$ cat config.mk
export PLATFORM = sky130hd
export DESIGN_NAME = tcw_queue
export DESIGN_NICKNAME = d
export VERILOG_FILES = /design/src/rtl/core/tcw_pkg.sv /design/src/rtl/core/tcw_queue.sv
export SDC_FILE = /design/constraint.sdc
export NUM_CORES = 1
export LEC_CHECK = 0
export BUFFER_PORTS_ARGS = -buffer_cell sky130_fd_sc_hd__buf_2
export CAP_MARGIN = 25
export CORE_MARGIN = 2
export CORE_UTILIZATION = 51
export DETAILED_ROUTE_END_ITERATION = 6
export GPL_TIMING_DRIVEN = 0
export PLACE_DENSITY = 0.83
export SLEW_MARGIN = 20
export SYNTH_ARGS = -nofsm -noshare
export SYNTH_HDL_FRONTEND = slang
export SYNTH_SLANG_ARGS = --single-unit
$ cat constraint.sdc
create_clock -name i_clk -period 2.3 [get_ports i_clk]
set_input_delay 0.115 -clock i_clk [delete_from_list [all_inputs] [get_ports i_clk]]
set_output_delay 0.115 -clock i_clk [all_outputs]
set_load 0.005 [all_outputs]
$ cat src/rtl/core/tcw_pkg.sv
package tcw_pkg;

    typedef enum logic [1:0] {
        CMD_PUT    = 2'd0,
        CMD_CLEAR  = 2'd1,
        CMD_SETPOS = 2'd2,
        CMD_READ   = 2'd3
    } t_cmd;

    localparam logic [7:0]  BLANK_CHAR  = 8'h20;
    localparam logic [7:0]  LINE_FEED   = 8'h0A;
    localparam logic [7:0]  COLOR_RESET = 8'h07;
    localparam logic [15:0] CELL_RESET  = {COLOR_RESET, BLANK_CHAR};

    // one request as it arrives on the input channel
    typedef struct packed {
        logic [1:0] command;
        logic [7:0] char_code;
        logic [6:0] column;
        logic [4:0] row;
    } t_item;

    // one result as it leaves on the output channel
    typedef struct packed {
        logic [6:0]  cursor_column;
        logic [4:0]  cursor_row;
        logic [10:0] cursor_offset;
        logic        break_pending;
        logic [15:0] cell_value;
    } t_result;

    // classified request, coordinates already saturated
    typedef struct packed {
        t_cmd       cmd;
        logic [7:0] char_code;
        logic       is_lf;
        logic [6:0] column;
        logic [4:0] row;
    } t_op;

    typedef struct packed {
        logic valid;
        logic full;
    } t_q_stat;

    typedef struct packed {
        logic init_busy;
    } t_back_stat;

endpackage

$ cat src/rtl/core/tcw_queue.sv
module tcw_queue (
    input  logic              i_clk,
    input  logic              i_rst_n,
    input  logic              i_push,
    input  tcw_pkg::t_op      i_op,
    input  logic              i_pop,
    output tcw_pkg::t_op      o_head,
    output tcw_pkg::t_q_stat  o_stat
);

    tcw_pkg::t_op r_ent [2];
    logic         r_wr_ptr;
    logic         r_rd_ptr;
    logic [1:0]   r_count;

    assign o_head       = r_ent[r_rd_ptr];
    assign o_stat.valid = (r_count != 2'd0);
    assign o_stat.full  = (r_count == 2'd2);

    always_ff @(posedge i_clk) begin
        if (i_push) begin
            r_ent[r_wr_ptr] <= i_op;
        end
    end

    always_ff @(posedge i_clk) begin
        if (!i_rst_n) begin
            r_wr_ptr <= 1'b0;
            r_rd_ptr <= 1'b0;
            r_count  <= 2'd0;
        end else begin
            if (i_push) begin
                r_wr_ptr <= !r_wr_ptr;
            end
            if (i_pop) begin
                r_rd_ptr <= !r_rd_ptr;
            end
            if (i_push && !i_pop) begin
                r_count <= r_count + 2'd1;
            end else if (i_pop && !i_push) begin
                r_count <= r_count - 2'd1;
            end
        end
    end

endmodule

# Yosys cells after proc, flatten, opt, wreduce, memory -nomap -nowiden

Memory sizes are Yosys's and may differ from the RTL's. A register that Yosys moved wholly into a read port is not among the register bits.
Cells that the tools add are included.
W data, S select, Z words.

Add/sub/neg operators: 2
Reduce and logical (&&, ||, !) cells: 8
Equality and inequality tests: 1
Multiplexer cells: 6

Operators with widths:

| operator              | count |
|---|---|
| $logic_not A1 Y1      | 4 |
| $mux W1               | 4 |
| $mux W2               | 2 |
| $reduce_bool A2 Y1    | 2 |
| $add A2 B1 Y2 const B | 1 |
| $eq A2 B2 Y1 const B  | 1 |
| $logic_and A1 B1 Y1   | 2 |
| $sub A2 B1 Y2 const B | 1 |

Register bits after elaboration: 4
Memories kept: 1
Output and inout bits: 25
Input port bits: 27
Word-level logic and storage cells: 21
Memory bits (writable): 46

Memory list:

| name  | depth | bits a word | read ports | clocked after memory_dff | write ports | line            | source |
|---|---|---|---|---|---|---|---|
| r_ent | 2     | 23          | 1          | 1                        | 1           | tcw_queue.sv:11 | `tcw_pkg::t_op r_ent [2];` |

# Longest topological paths before layout

Gate-level depths: netlist of run 1.

Word-level depth: 4
Gate-level depth with buffers: 5
Gate-level depth less buffers: 5

# Least setup slack after synthesis of run 1

OpenSTA, ideal clock, no wires.

Kind: reg-to-reg
Start point: register r_wr_ptr
End point: memory r_ent[0][0] (netlist bit), enable pin
Period minus slack after synthesis: 1,790 ps
Buffers on the path: 0
Slack: 510 ps
Stages on the path, launching flop included: 2
Library setup time: 407 ps
Arrival time: 1,384 ps
Required time: 1,893 ps
Cell sequence: dfxtp_1 -> nor2b_1

RTL lines:

| element                  | line            | source |
|---|---|---|
| start: declaration       | tcw_queue.sv:12 | `logic r_wr_ptr;` |
| start signal: assignment | tcw_queue.sv:33 | `r_wr_ptr <= !r_wr_ptr;` |
| end: declaration         | tcw_queue.sv:11 |  |

No word-level cell before the write port.

==> run_results.csv, run 1 <==
group,metric,value,unit
worst_setup_path,crit_slowest_cell,"dfxtp_1",
place,post-dp-hpwl,1964,um
power_and_ir_drop,leakagePower,0.9315,nW
hold_path,hp-class,"in2reg",
grt,grt.total_usage,14.62,%
routing,drtIter0Drc,30,
clock_tree,post_cts.repair.setup_buffers,0,
grt,grt.overflow.total,0,
routing,drt_wl_total,2846,um
sta,setup_viol_count_final,0,
finish,fillers,256,
sta,worst_clock_skew,3.708,ps
sta,tightest_slew,667.8,ps
die,core,0.003606,mm2
run,maxCapViolations,0,
sta,tns,0,ps
grt,grt_pass1_vias,989,
finish,area_growth,28.40,%
sta,rsz0062_at_grt,"no",
yosys,yosys.area.top_type_share,73.60,%
routing,postRouteAntennaNets,0,
die,die-area,0.004182,mm2
sta,drv_slew,0,
die,dieHeight,64.67,um
worst_setup_path,path_class,"reg2out",
yosys,synthTopCellsByArea,"edfxtp_1 (74%), mux2_2 (14%), dfxtp_1 (5.3%), and2_1 (1.3%), xor2_1 (0.93%)",
grt,antenna_found_initial,0,
grt,grt_pass1_wl,4388,um
die,num_io_pins,52,
routing,vias,1002,
sta,hold_slack,10.41,ps
routing,routed_via_density,4.726,
die,num_rows,22,
sta,fin_ws,764.8,ps
sta,fin_crit_sh,66.75,%
worst_setup_path,slowest_delay,420,ps
yosys,synth_nets,121,
power_and_ir_drop,power,1.774,mW
clock_tree,path_clk_slew,80,ps
die,start_util,52.05,%
worst_setup_path,cp.required,2180,ps
die,die_x,64.67,um
clock_tree,clock_path_buffers,2,
clock_tree,cts_buffers,5,
finish,antenna_cells,0,
routing,first_pass_iters,4,
routing,wl_per_cell,13.42,um
routing,drc,0,
yosys,yosys.area.top_type,"edfxtp_1",
run_status,status,"finished, final reports clean",
yosys,ys_types,16,
clock_tree,cts_tree,"built",
finish,nets,191,
sta,min_period,1535,ps
yosys,ys_ff_latch,51,
power_and_ir_drop,vdd_ir_drop_max,0.3840,mV
yosys,avgSynthCellArea,20.18,um2
place,dp_slack,679.8,ps
power_and_ir_drop,power_density,736.1,mW/mm2
sta,relSlewSlack,55.39,%
worst_setup_path,critPathLaunchType,"register",
place,gp_routability_congestion,0.6724,
place,portBuffers,51,
yosys,seq_area_frac_synth,78.93,%
yosys,netlist_instances,93,
clock_tree,cts_hold_buffers,6,
sta,clock.fmax,651.4,MHz
worst_setup_path,cp_max_fo,10,
grt,grt_start_max_net_pins,25,
clock_tree,cts_max_level,2,
yosys,yosys_warnings,0,
worst_setup_path,crit_arrival,1420,ps
yosys,syn_area,0.001877,mm2
clock_tree,post_cts_resized,0,
worst_setup_path,cp_cell_sequence,"buf_4, mux2_2, buf_2",
finish,drive_above_1_share,53.05,%
clock_tree,cts.sinks,51,
clock_tree,clock_latency,290,ps
clock_tree,root_buffer,"clkbuf_8",
worst_setup_path,endpoint_kind,"output pin",
sta,hold_viol,0,
## synthesized netlist by cell type (all sizes together)
cell type and count:
edfxtp 46, mux2 23, dfxtp 5, and2 4, buf 2, nor2b 2
xor2 2, a21boi 1, and2b 1, ha 1, inv 1, o21a 1
o21ai 1, or2 1, or3 1, xnor2 1
## path summary, 6_finish.rpt
kind                            startpoint            to  slack (ps)  cells past startpoint
worst max register to register    r_wr_ptr   r_ent[1][6]        1020                      2
worst max-delay path              register    o_head[10]         760                      3
worst min-delay path              i_op[22]  r_ent[1][22]          10                      1
worst min register to register  r_count[1]    r_count[1]         510                      2
## through the flow
| stage | instances | util [%] | cell area (um2) |
|---|---|---|---|
| 6_report | 212 | 66.83 | 2410 |
| 5_1_grt | 212 | 66.83 | 2410 |
| 4_1_cts | 206 | 65.02 | 2345 |
| 3_5_place_dp | 192 | 61.00 | 2200 |
| 3_3_place_gp | 192 | 60.79 | 2192 |
| 2_1_floorplan | 93 | - | 1877 |
## registers in the layout (all words and copies together), names as in the netlist, named ones only
register  count
r_count       2
r_wr_ptr      1
r_ent        46
r_rd_ptr      1
## placed cells by master, fill, tap and decap left out, types with 2 or more instances in the layout
cell	n
buf_2	51
dfxtp_1	5
xor2_1	2
buf_4	2
dlygate4sd3_1	11
mux2_2	23
and2_1	4
edfxtp_1	46
clkbuf_8	5
## worst max-delay path, delay by kind of cell, from the launching register on
kind | cells | cell delay (ps)
buffers and inverters | 2 | 350
flip-flops | 1 | 420
multiplexers | 1 | 350
## per-layer routing
metal	vias up	wire length (um)	GRT usage [%]
met5	-	0	0
met4	0	68	7.979
met3	7	155	3.819
met2	28	1529	26.17
met1	476	1093	15.70
li1	491	-	-
## kinds of logic after synthesis
| logic type | after synthesis | share of synthesized area [%] |
|---|---|---|
| multiplexers | 23 | 13.80 |
| AO/OA/AOI/OAI | 3 | 1.067 |
| buffers and inverters | 3 | 0.9996 |
| AND/OR/NAND/NOR | 9 | 3.134 |
| flip-flops | 51 | 78.93 |
| adder cells (fa/ha/maj) | 1 | 0.6666 |
| XOR/XNOR | 3 | 1.400 |
## power by group
group	total [mW]	switching (mW)	internal, mW
clock network	0.474	0.261	0.212
registers	1.08	0.0180	1.07
logic	0.216	0.0903	0.126
total	1.77	0.370	1.40
## final cells by class
class / instances / area [um2] / share of cell area [%]
clock inverter: 2 / 12.51 / 0.5192
multi-input combinational: 39 / 384.1 / 15.94
buffer: 2 / 15.01 / 0.6231
inverter: 1 / 3.754 / 0.1558
timing repair buffer: 63 / 380.4 / 15.78
sequential: 51 / 1481 / 61.47
clock buffer: 6 / 72.57 / 3.011
tap: 48 / 60.06 / 2.492
Note: power is estimated with default switching activity, not from simulation.
==> run 2, diff against run 1 <==
==> constraint.sdc (replaced) <==
create_clock -name i_clk -period 1.6 [get_ports i_clk]
set_input_delay 0.08 -clock i_clk [delete_from_list [all_inputs] [get_ports i_clk]]
set_output_delay 0.08 -clock i_clk [all_outputs]
set_load 0.005 [all_outputs]
==> run_results.csv, run 2 (synthesis results as in run 1) <==
group,metric,value,unit
clock_tree,cts_buffers,5,
power_and_ir_drop,switching_share,19.28,%
sta,min_period,1458,ps
routing,drt_wl_total,3258,um
sta,fin_ws,142.4,ps
sta,rsz0062_at_grt,"no",
routing,postRouteAntennaNets,0,
die,num_io_pins,52,
die,start_util,52.05,%
finish,multi_input_area,385.4,um2
sta,fin_crit_sh,91.10,%
worst_setup_path,r2r_setup_slack,280,ps
grt,grt_pass1_wl,5106,um
worst_setup_path,path_class,"reg2out",
place,post-dp-hpwl,1993,um
finish,layout_common_cells,"buf_2 (51), edfxtp_1 (46), mux2_2 (23), dlygate4sd3_1 (23), clkbuf_8 (5)",
hold_path,hp-class,"in2reg",
worst_setup_path,endpoint_kind,"output pin",
place,gp_routability_congestion,0.6654,
routing,wl_per_cell,14.61,um
worst_setup_path,crit_slowest_cell,"dfxtp_2",
finish,register_area,0.001483,mm2
power_and_ir_drop,p_seq_share,53.6,%
die,die-area,0.004182,mm2
finish,antenna_cells,0,
finish,finalInstanceArea,0.002569,mm2
sta,relSlewSlack,54.80,%
grt,grt_start_max_net_pins,25,
worst_setup_path,cp_cell_sequence,"buf_4, mux2_2, buf_2",
clock_tree,clock_latency,300,ps
power_and_ir_drop,clkPwrFrac,34.9,%
sta,setup_viol_count_final,0,
routing,vias,1071,
routing,routed_via_density,4.803,
place,dp_slack,-57.66,ps
sta,hold_slack,45.83,ps
worst_setup_path,cp_max_fo,10,
hold_path,min_to,"r_count[0]",
grt,grt.total_usage,17.48,%
clock_tree,root_buffer,"clkbuf_8",
power_and_ir_drop,vdd_ir_drop_max,0.8488,mV
power_and_ir_drop,leakagePower,0.9986,nW
place,place_area,0.002200,mm2
worst_setup_path,crit_buf_inv,2,
clock_tree,clock_path_buffers,2,
clock_tree,path_clk_slew,90,ps
sta,worst_clock_skew,7.785,ps
finish,largest_register,"r_ent",
hold_path,hp-start,"i_rst_n",
finish,largest_register_ffs,46,
die,core,0.003606,mm2
worst_setup_path,r2r-start,"r_wr_ptr",
finish,largestRegisters,"r_ent x46, r_count x2",
grt,antenna_found_initial,0,
place,portBuffers,51,
routing,drtIter0Drc,27,
worst_setup_path,crit_arrival,1380,ps
worst_setup_path,cp.required,1520,ps
die,die_x,64.67,um
die,num_rows,22,
hold_path,min_path_cells,2,
finish,nets,202,
run_status,status,"finished, final reports clean",
worst_setup_path,reg2reg_to,"r_ent[1][1]",
clock_tree,cts_tree,"built",
clock_tree,cts.sinks,51,
worst_setup_path,reg2reg_depth,1,
grt,grt_pass1_vias,1081,
worst_setup_path,slowest_delay,380,ps
sta,clock.fmax,686.0,MHz
power_and_ir_drop,power,2.915,mW
power_and_ir_drop,switching_power,561.9,uW
finish,layout_commonest_cell,"buf_2",
sta,hold_viol,0,
run,maxCapViolations,0,
power_and_ir_drop,power_density,1135,mW/mm2
routing,drc,0,
place,placed_cells,192,
power_and_ir_drop,combPwrFrac,11.5,%
worst_setup_path,cpLargestDelayFamily,"flip-flops",
worst_setup_path,critPathLaunchType,"register",
clock_tree,cts_max_level,2,
sta,tightest_slew,676.5,ps
finish,area_growth,36.87,%
finish,final_core_util,71.24,%
grt,grt.overflow.total,0,
sta,drv_slew,0,
finish,final_cells,223,
routing,first_pass_iters,4,
sta,tns,0,ps
finish,drive_above_1_share,50.86,%
power_and_ir_drop,p_int,2.353,mW
die,dieHeight,64.67,um
finish,fillers,249,
-- run 2: changes by cell type in the layout (fill, tap and decap cells not counted) --
cell / previous run / this run
bufinv_16: 0 / 2
and2_1: 4 / 3
clkbuf_1: 1 / 0
dlygate4sd3_1: 11 / 23
dfxtp_1: 5 / 4
clkinv_2: 1 / 0
dfxtp_2: 0 / 1
and2_2: 0 / 1
buf_8: 1 / 0
-- run 2: worst max path at each step --
| stage | from | endpoint | slack [ps] | depth (start not counted) |
|---|---|---|---|---|
| 6_report | register | o_head[5] | 140 | 3 |
| 5_1_grt | register | o_head[5] | 70 | 3 |
| 4_1_cts | register | o_head[6] | 60 | 3 |
| 3_5_place_dp | r_wr_ptr | r_ent[1][1] | -60 | 1 |
| 3_3_place_gp | r_wr_ptr | r_ent[0][2] | -40 | 1 |
| 2_1_floorplan | r_wr_ptr | r_ent[0][0] | 250 | 1 |
-- run 2: power by group through the flow --
| stage | sequential [mW] | combinational (mW) | clock, mW |
|---|---|---|---|
| floorplan | 1.58 | 0.162 | 0 |
| CTS | 1.56 | 0.339 | 1.04 |
| finish | 1.56 | 0.335 | 1.02 |
| global placement | 1.58 | 0.278 | 0 |
| global route | 1.57 | 0.368 | 1.09 |
| detailed placement | 1.59 | 0.292 | 0 |
-- run 2: layer usage --
metal,vias to the layer above,global-route usage (%),wire length [um]
met1,512,18.94,1313
met3,7,5.729,156
met4,0,8.777,66
met2,35,30.60,1721
met5,-,0,0
li1,517,-,-
-- run 2: layout make-up --
| class | count | area share [%] |
|---|---|---|
| clock buffer | 5 | 2.679 |
| sequential | 51 | 57.72 |
| inverter | 1 | 0.1461 |
| buffer | 2 | 0.5845 |
| multi-input combinational | 39 | 15.00 |
| tap | 48 | 2.338 |
| timing repair buffer | 74 | 18.90 |
| clock inverter | 3 | 2.630 |
-- run 2: repair_timing --
item                                   4_1_cts  5_1_grt
resized for setup                            1        1
endpoints found under the hold margin       46        0
setup endpoints to repair                   23        2
buffers inserted                             0        0
hold buffers                                23        0
