`src/rtl/core/tcw_pkg.sv`:
```
package tcw_pkg;

    typedef enum logic [1:0] {
        CMD_PUT    = 2'd0,
        CMD_CLEAR  = 2'd1,
        CMD_SETPOS = 2'd2,
        CMD_READ   = 2'd3
    } t_cmd;

    localparam logic [7:0]  BLANK_CHAR  = 8'h20;
    localparam logic [7:0]  LINE_FEED   = 8'h0A;
    localparam logic [7:0]  COLOR_RESET = 8'h07;
    localparam logic [15:0] CELL_RESET  = {COLOR_RESET, BLANK_CHAR};

    // one request as it arrives on the input channel
    typedef struct packed {
        logic [1:0] command;
        logic [7:0] char_code;
        logic [6:0] column;
        logic [4:0] row;
    } t_item;

    // one result as it leaves on the output channel
    typedef struct packed {
        logic [6:0]  cursor_column;
        logic [4:0]  cursor_row;
        logic [10:0] cursor_offset;
        logic        break_pending;
        logic [15:0] cell_value;
    } t_result;

    // classified request, coordinates already saturated
    typedef struct packed {
        t_cmd       cmd;
        logic [7:0] char_code;
        logic       is_lf;
        logic [6:0] column;
        logic [4:0] row;
    } t_op;

    typedef struct packed {
        logic valid;
        logic full;
    } t_q_stat;

    typedef struct packed {
        logic init_busy;
    } t_back_stat;

endpackage

```
`src/rtl/core/tcw_front.sv`:
```
module tcw_front #(
    parameter int COLUMNS = 80,
    parameter int ROWS    = 25
) (
    input  logic                    start,
    output logic                    busy,
    input  tcw_pkg::t_item          i_item,
    input  tcw_pkg::t_q_stat        i_q_stat,
    input  tcw_pkg::t_back_stat     i_back_stat,
    output logic                    o_push,
    output tcw_pkg::t_op            o_op
);

    assign busy   = i_q_stat.full || i_back_stat.init_busy;
    assign o_push = start && !busy;

    always_comb begin
        o_op.cmd       = tcw_pkg::t_cmd'(i_item.command);
        o_op.char_code = i_item.char_code;
        o_op.is_lf     = (i_item.char_code == tcw_pkg::LINE_FEED);
        // saturate out-of-range coordinates to the last column / row
        if (int'(i_item.column) >= COLUMNS) begin
            o_op.column = 7'(COLUMNS - 1);
        end else begin
            o_op.column = i_item.column;
        end
        if (int'(i_item.row) >= ROWS) begin
            o_op.row = 5'(ROWS - 1);
        end else begin
            o_op.row = i_item.row;
        end
    end

endmodule

```
`config.mk`:
```
export PLATFORM = sky130hd
export DESIGN_NAME = tcw_front
export DESIGN_NICKNAME = d
export VERILOG_FILES = /design/src/rtl/core/tcw_pkg.sv /design/src/rtl/core/tcw_front.sv
export SDC_FILE = /design/constraint.sdc
export NUM_CORES = 1
export LEC_CHECK = 0
export BUFFER_PORTS_ARGS = -buffer_cell sky130_fd_sc_hd__clkbuf_2
export CELL_PAD_IN_SITES_DETAIL_PLACEMENT = 0
export CELL_PAD_IN_SITES_GLOBAL_PLACEMENT = 1
export CORE_AREA = 2 2 54 43
export DETAILED_ROUTE_END_ITERATION = 10
export DIE_AREA = 0 0 56 45
export GPL_TIMING_DRIVEN = 0
export PLACE_DENSITY = 0.81
export SKIP_LAST_GASP = 1
export SYNTH_ARGS = -nofsm -noshare
export SYNTH_HDL_FRONTEND = slang
export SYNTH_SLANG_ARGS = --single-unit
```
`constraint.sdc`:
```
create_clock -name vclk -period 0.8
set_clock_uncertainty 0.2 [all_clocks]
set_input_delay 0 -clock vclk [all_inputs]
set_output_delay 0 -clock vclk [all_outputs]
set_load 0.005 [all_outputs]
```
### After elaboration in Yosys (flattened, before gate mapping)

Index checks and enable logic that the tools add are counted.

* flip-flop bits (word level): 0
* bits of input ports: 26
* output and inout bits: 25
* word-level logic and storage cells: 8

* $lt $le $gt $ge: 2
* equal/unequal tests: 1
* mux-type cells: 2
* reduce and logical (&&, ||, !) cells: 3

Operators with widths (number)
* 8-bit by 4-bit == test with 1-bit output (second input constant): 1
* 7-bit >= comparator (second input constant): 1
* 7-bit 2-to-1 mux: 1
* 5-bit >= comparator (second input constant): 1
* 5-bit 2-to-1 mux: 1
* 1-bit logical AND: 1
* 1-bit logical NOT: 1
* 1-bit logical OR: 1

### Logic depth before layout (Yosys ltp)

Gate-level depths: netlist of run 1.

* word-level depth: 3
* gate-level depth with buffers: 2
* mapped depth without buffers: 2

### Least setup slack after synthesis of run 1

OpenSTA, ideal clock, no wires.

* kind: input to output
* from: input i_item[17] (netlist name)
* to: output o_op[12] (netlist name)
* arrival: 0.635 ns
* required time: 0.600 ns
* slack: -0.035 ns
* cell stages on the path: 2
* path buffers: 0
* cell sequence: or4_1 > nor2_1

RTL lines
* from (decl): line tcw_front.sv:7 `input tcw_pkg::t_item i_item,`
* to (decl): line tcw_front.sv:11 `output tcw_pkg::t_op o_op`

==> results of run 1 <==
## cells by family (layout without fill, tap and decap cells)
logic type             count (synthesis)  in the layout
AO/OA/AOI/OAI                          1              1
AND/OR/NAND/NOR                       15             15
buffers and inverters                 14             62
## through the flow
stage | power [mW] | setup TNS (ps) | cell area [µm²] | hold slack, ps
2_1_floorplan | 0.0844 | -19.2 | 188 | -170
3_3_place_gp | 0.206 | -384 | 458 | -29.6
3_5_place_dp | 0.209 | -478 | 458 | -30.9
4_1_cts | 0.210 | -225 | 458 | -30.0
5_1_grt | 0.241 | -259 | 479 | -29.9
6_report | 0.218 | -232 | 479 | -31.3
## critical path: stages
cell	delay (ps)
buf_6	90
or4_4	520
nor2_2	110
buf_2	110
## timing repair
item / 4_1_cts / 5_1_grt
endpoints found under the setup margin: 5 / 4
setup buffers: 0 / 0
endpoints found under the hold margin: 2 / 2
pin swaps: 0 / 2
gates resized for setup: 1 / 7
## placed cells by master (no fill, tap or decap), drive strengths merged
| master | instances |
|---|---|
| and2 | 3 |
| buf | 12 |
| clkbuf | 49 |
| inv | 1 |
| nand2 | 1 |
| nand2b | 4 |
| nand4bb | 1 |
| nor2 | 2 |
| nor2b | 2 |
| o21ai | 1 |
| or2 | 1 |
| or4 | 1 |
## power by group through the flow
| stage | Clock, mW | Sequential, mW | Combinational [mW] |
|---|---|---|---|
| finish | 0 | 0 | 0.218 |
| global placement | 0 | 0 | 0.206 |
| global route | 0 | 0 | 0.241 |
| CTS | 0 | 0 | 0.210 |
| detailed placement | 0 | 0 | 0.209 |
| floorplan | 0 | 0 | 0.0844 |
## final cells by class
type	count	area (µm²)
repair buffers	48	246
fillers	227	1480
inverters	1	3.75
well taps	24	30.0
multi-input cells	16	113
plain buffers	13	86.3
## layer usage
layer / vias to the layer above / track usage / share of wire / wire length, µm
met5: - / 0 / 0 / 0
met4: 0 / 0 / 0 / 0
met3: 0 / 0 / 0.041 / 29
met2: 9 / 0.0918 / 0.63 / 443
met1: 142 / 0.0585 / 0.33 / 229
li1: 178 / - / - / -
## worst min path at each step
stage	from	endpoint	slack, ps
global placement	i_item[21]	o_op[22]	-30
finish	i_item[20]	o_op[21]	-30
global route	i_item[20]	o_op[21]	-30
CTS	i_item[20]	o_op[21]	-30
floorplan	i_item[11]	o_op[10]	-170
detailed placement	i_item[20]	o_op[21]	-30
==> metrics, run 1 <==
pre-CTS setup slack=-225 ps; Die Span Y=45 µm; WP data required=~600 ps; Yosys top cell by area=buf_4; setup violators final=1; P&R area growth vs syn=155%; crit path from=i_item[18]; maximum clock rate=a little under 1000 MHz; ANT nets after route=0; Pwr Density=about 450 nW/µm²; DRC=0; failing checks=hold timing, setup timing; DRT iter0 DRCs=0; RSZ-0062 raised after global routing=yes; Slew @ Worst Pin=180 ps; input/output buffers=48; Clock power frac=0; DR vias/cell=3.23; Psw=76.8 µW; Mapped Nets=56; Simple-Gate Fraction of Synth Area=0.493; Synth Warn #=0; most frequent cell after synthesis=buf_4; fin cells=102; Seq/Total Area, Yosys=0; multiplexer share of the synthesized area=0; fin crit period=around 1000 ps; Placed Cells=102; Synth cell types=12; type of the worst setup path=in2out; switching share of power=0.353; Antenna diodes=0; CP Data Arrival Time=~830 ps; Die W=about 56 µm; Comb power frac=1.000; Post-Syn Area=188 µm²; placer congestion estimate=0.558; worst rel slew slack=0.880; max cap viols=0; Synth top area share=0.400; Critical Path End=o_op[12]; sequential cell area=0 µm²; core area=between 1500 and 2000 µm²; DR vias=329; initial antenna violation count=0; Post-Route WL=702 µm; status=finished with violations; DP HPWL=682 µm; number of global-route vias before repair=249; Post-layout nets=106; Hold Crit Class=in2out; Pre-Repair DR Iteration Count=1; PnR worst setup slack=-232 ps; initial core utilization=0.0957; Avg Cell Area, Syn=6.26 µm²; Compound-Gate Fraction of Synth Area=0.0267; cell internal pwr=141 µW; first-pass GRT wire length=1000 µm; utilization after layout=0.244; io pins=between 50 and 60; Synth Area in XOR/XNOR=0; worst-path maximum fanout=2; Slew Limit Fails=0; crit start category=primary input; largest family of logic cells by synthesized area=simple AND/OR/NAND/NOR gates; Synth top cells by count=buf_4 (10), nand2b_1 (4), and2_1 (3), clkbuf_1 (3); GR Overflow Total=0; Max VDD drop=0.143 mV; Synth Instances=30; Routed WL per cell=6.88 µm; hold path depth=2; top post-synthesis cells by area=buf_4 (40%), nand2b_1 (13%), and2_1 (10%); gr usage total=0.0452; Hold Slack=-31.3 ps; sequential power share=0; clkbuf count=0; fin crit share=1.29; Critical Path Sink Type=output port; endpoints failing hold=2; Seq cells=0; post-synthesis adder-cell area fraction=0; die area=2520 µm²; largest net degree at the start of global routing=5; share of layout cells above drive strength 1=0.808; cell row count=14; cell leakage power=0.297 nW
(Power assumes the default switching activity.)
==> run 2, diff against run 1 <==
==> constraint.sdc (replaced) <==
create_clock -name vclk -period 0.8
set_clock_uncertainty 0.2 [all_clocks]
set_input_delay 0.08 -clock vclk [all_inputs]
set_output_delay 0.08 -clock vclk [all_outputs]
set_load 0.005 [all_outputs]
==> metrics, run 2 (synthesis results as in run 1) <==
first-pass GRT wire length=1080 µm; maximum clock rate=839 MHz; worst rel slew slack=0.900; Routed WL per cell=between 7 and 8 µm; max cap viols=0; clkbuf count=0; gr usage total=0.0489; die area=2520 µm²; Critical Path Sink Type=output port; Placed Cells=102; DR vias/cell=3.23; cell leakage power=0.304 nW; Hold Crit Endpoint=o_op[21]; overall power=roughly 230 µW; Pwr Density=457 nW/µm²; Hold Crit Class=in2out; Seq cells=0; DR vias=329; fin crit share=1.49; worst-path maximum fanout=2; hold path depth=2; Post-layout nets=106; WP data required=520 ps; DRC=0; placer congestion estimate=between 0.5 and 0.6; pre-CTS setup slack=-385 ps; CP Data Arrival Time=910 ps; input/output buffers=between 40 and 50; commonest cells after routing, fill and taps aside=clkbuf_2 (42), buf_4 (10), nand2b_1 (4); hold path startpoint=i_item[20]; sequential cell area=0 µm²; fin crit period=1190 ps; largest net degree at the start of global routing=5; RSZ-0062 raised after global routing=yes; initial antenna violation count=0; number of global-route vias before repair=267; Antenna diodes=0; status=finished with violations; Slew @ Worst Pin=about 150 ps; DRT iter0 DRCs=0; fin cells=102; failing checks=setup timing; ANT nets after route=0; P&R area growth vs syn=171%; DP HPWL=682 µm; Pre-Repair DR Iteration Count=1; crit start category=primary input; Post-CTS Setup Bufs=0; Max VDD drop=0.135 mV; Die W=56 µm; cell row count=14; GR Overflow Total=0; core area=1960 µm²; type of the worst setup path=in2out; initial core utilization=0.0957; most common cell after layout, fill and taps aside=clkbuf_2; PnR worst setup slack=-392 ps; share of layout cells above drive strength 1=0.821; io pins=slightly above 50; Slew Limit Fails=0; endpoints failing hold=0; setup violators final=6; Die Span Y=45 µm; Post-Route WL=732 µm
==> run 2: per-stage QoR <==
| stage | TNS, ps | hold slack (ps) | instance area (µm²) | utilization |
|---|---|---|---|---|
| 2_1_floorplan | -179 | -9.77 | 188 | - |
| 5_1_grt | -684 | 130 | 508 | 0.259 |
| 3_5_place_dp | -1460 | 129 | 458 | 0.233 |
| 4_1_cts | -559 | 130 | 480 | 0.245 |
| 3_3_place_gp | -1340 | 130 | 458 | 0.233 |
| 6_report | -478 | 129 | 508 | 0.259 |
==> run 2: layout make-up <==
class	instances	area [µm²]
plain buffers	13	86.3
fillers	225	1450
inverters	1	3.75
multi-input cells	16	123
well taps	24	30.0
repair buffers	48	265
==> run 2: worst max path at each step <==
stage / startpoint / to / slack [ps] / depth (start not counted)
after floorplan: i_item[17] / o_op[12] / -180 / 2
after global placement: i_item[17] / o_op[12] / -380 / 4
after global routing: i_item[18] / o_op[12] / -420 / 4
after detailed placement: i_item[17] / o_op[12] / -380 / 4
after CTS: i_item[17] / o_op[12] / -380 / 4
final: i_item[18] / o_op[12] / -390 / 4
==> run 2: timing repair <==
action | CTS | global route
gates cloned | 0 | 0
gates resized for setup | 5 | 12
hold buffers | 0 | 0
setup endpoints to repair | 7 | 10
pin swaps | 3 | 5
==> run 2: per-layer routing <==
| metal | part of all wire | vias up | track usage |
|---|---|---|---|
| met2 | 0.64 | 9 | 0.101 |
| met3 | 0.040 | 0 | 0 |
| li1 | - | 177 | - |
| met1 | 0.32 | 143 | 0.0620 |
| met5 | 0 | - | 0 |
| met4 | 0 | 0 | 0 |
==> run 2: where the power goes <==
group          internal [mW]  switching, mW  total, mW
registers                  0              0          0
clock network              0              0          0
logic                  0.152         0.0802      0.232
==> run 2: worst max-delay path: stages <==
cell,delay [ps]
buf_6,90
or4_4,520
nor2_2,110
buf_2,110
==> run 3, diff against run 2 <==
PLACE_DENSITY = 0.83   (was 0.81)
RECOVER_POWER = 25   (was unset)
==> metrics, run 3 (synthesis results as in run 1) <==
type of the worst setup path=in2out; cell row count=14; Post-layout nets=106; WP data required=520 ps; DP HPWL=702 µm; Die Span Y=45 µm; Max VDD drop=0.145 mV; Routed WL per cell=7.14 µm; largest net degree at the start of global routing=5; most common cell after layout, fill and taps aside=clkbuf_2; switching share of power=0.353; ANT nets after route=0; first-pass GRT wire length=around 1100 µm; failing checks=setup timing; sequential cell area=0 µm²; placer congestion estimate=0.577; crit path max-delay cell type=or4_1; Critical Path Sink Type=output port; overall power=231 µW; area of the multi-input gates=121 µm²; critical-path cell list=buf_6 -> or4_1 -> nor2_1 -> buf_2; CP Data Arrival Time=between 900 and 1000 ps; Slew @ Worst Pin=between 150 and 200 ps; Post-DP Area=around 460 µm²; number of global-route vias before repair=291; Hold Crit Class=in2out; fin crit share=1.48; endpoints failing hold=0; DRC=0; Post-CTS Setup Bufs=0; setup violators final=7; worst rel slew slack=0.899; Psw=between 80 and 90 µW; Die W=56 µm; PnR worst setup slack=-386 ps; commonest cells after routing, fill and taps aside=clkbuf_2 (42), buf_4 (8), nand2b_1 (4), clkbuf_1 (4), and2_1 (3); setup TNS=-493 ps; Comb power frac=1.000; DR vias=330; die area=between 2000 and 3000 µm²; initial antenna violation count=0; Placed Cells=a little over 100; Clock power frac=0; crit start category=primary input; P&R area growth vs syn=168%; Antenna diodes=0; initial core utilization=0.0957; DR vias/cell=3.24; status=finished with violations; core area=1960 µm²; worst-path maximum fanout=2; CP max stage delay=520 ps; share of layout cells above drive strength 1=0.782; Post-Route WL=between 700 and 800 µm; io pins=a little over 50; Pre-Repair DR Iteration Count=1; max cap viols=0; Pwr Density=about 460 nW/µm²; sequential power share=0; clkbuf count=0; gr usage total=0.0508; cell internal pwr=150 µW; final instance area=around 500 µm²; RSZ-0062 raised after global routing=yes; DRT iter0 DRCs=0; Slew Limit Fails=0; maximum clock rate=about 840 MHz; FILL cells=231; Seq cells=0; cts hold-fix bufs=0; cell leakage power=0.298 nW; GR Overflow Total=0; input/output buffers=48; fin crit period=1190 ps; fin cells=102
## run 3: what timing repair did
action / 4_1_cts / 5_1_grt
pin swaps: 3 / 5
setup endpoints to repair: 7 / 10
hold endpoints to repair: 0 / 0
gates resized for setup: 4 / 13
## run 3: power by group through the flow
stage	Sequential [mW]	Combinational [mW]	Clock, mW
finish	0	0.231	0
global route	0	0.255	0
CTS	0	0.220	0
detailed placement	0	0.210	0
global placement	0	0.206	0
floorplan	0	0.0844	0
## run 3: layout make-up
type / instances / share of cell area
inverters: 1 / 0.00746
well taps: 24 / 0.0597
plain buffers: 13 / 0.172
multi-input cells: 16 / 0.241
repair buffers: 48 / 0.520
## run 3: routing by layer
| metal | share of wire | track usage | up-vias | wire, µm |
|---|---|---|---|---|
| met5 | 0 | 0 | - | 0 |
| li1 | - | - | 177 | - |
| met1 | 0.29 | 0.0585 | 142 | 214 |
| met4 | 0 | 0 | 0 | 0 |
| met3 | 0.067 | 0.00573 | 0 | 49 |
| met2 | 0.64 | 0.108 | 11 | 464 |
## run 3: worst max-delay path: cells and delay by family
kind | cells | cell delay, ps
simple gates | 2 | 630
buf+inv | 2 | 200
## run 3: stage by stage
stage	setup WS (ps)	utilization	hold WS [ps]
2_1_floorplan	-179	-	-9.77
3_5_place_dp	-392	0.233	129
5_1_grt	-422	0.256	153
4_1_cts	-392	0.240	130
3_3_place_gp	-385	0.233	130
6_report	-386	0.256	138
## run 3: final timing paths
path                        to  depth (start not counted)  slack (ps)       start
worst max-delay path  o_op[12]                          4        -390  i_item[18]
worst min-delay path  o_op[22]                          2         140  i_item[21]
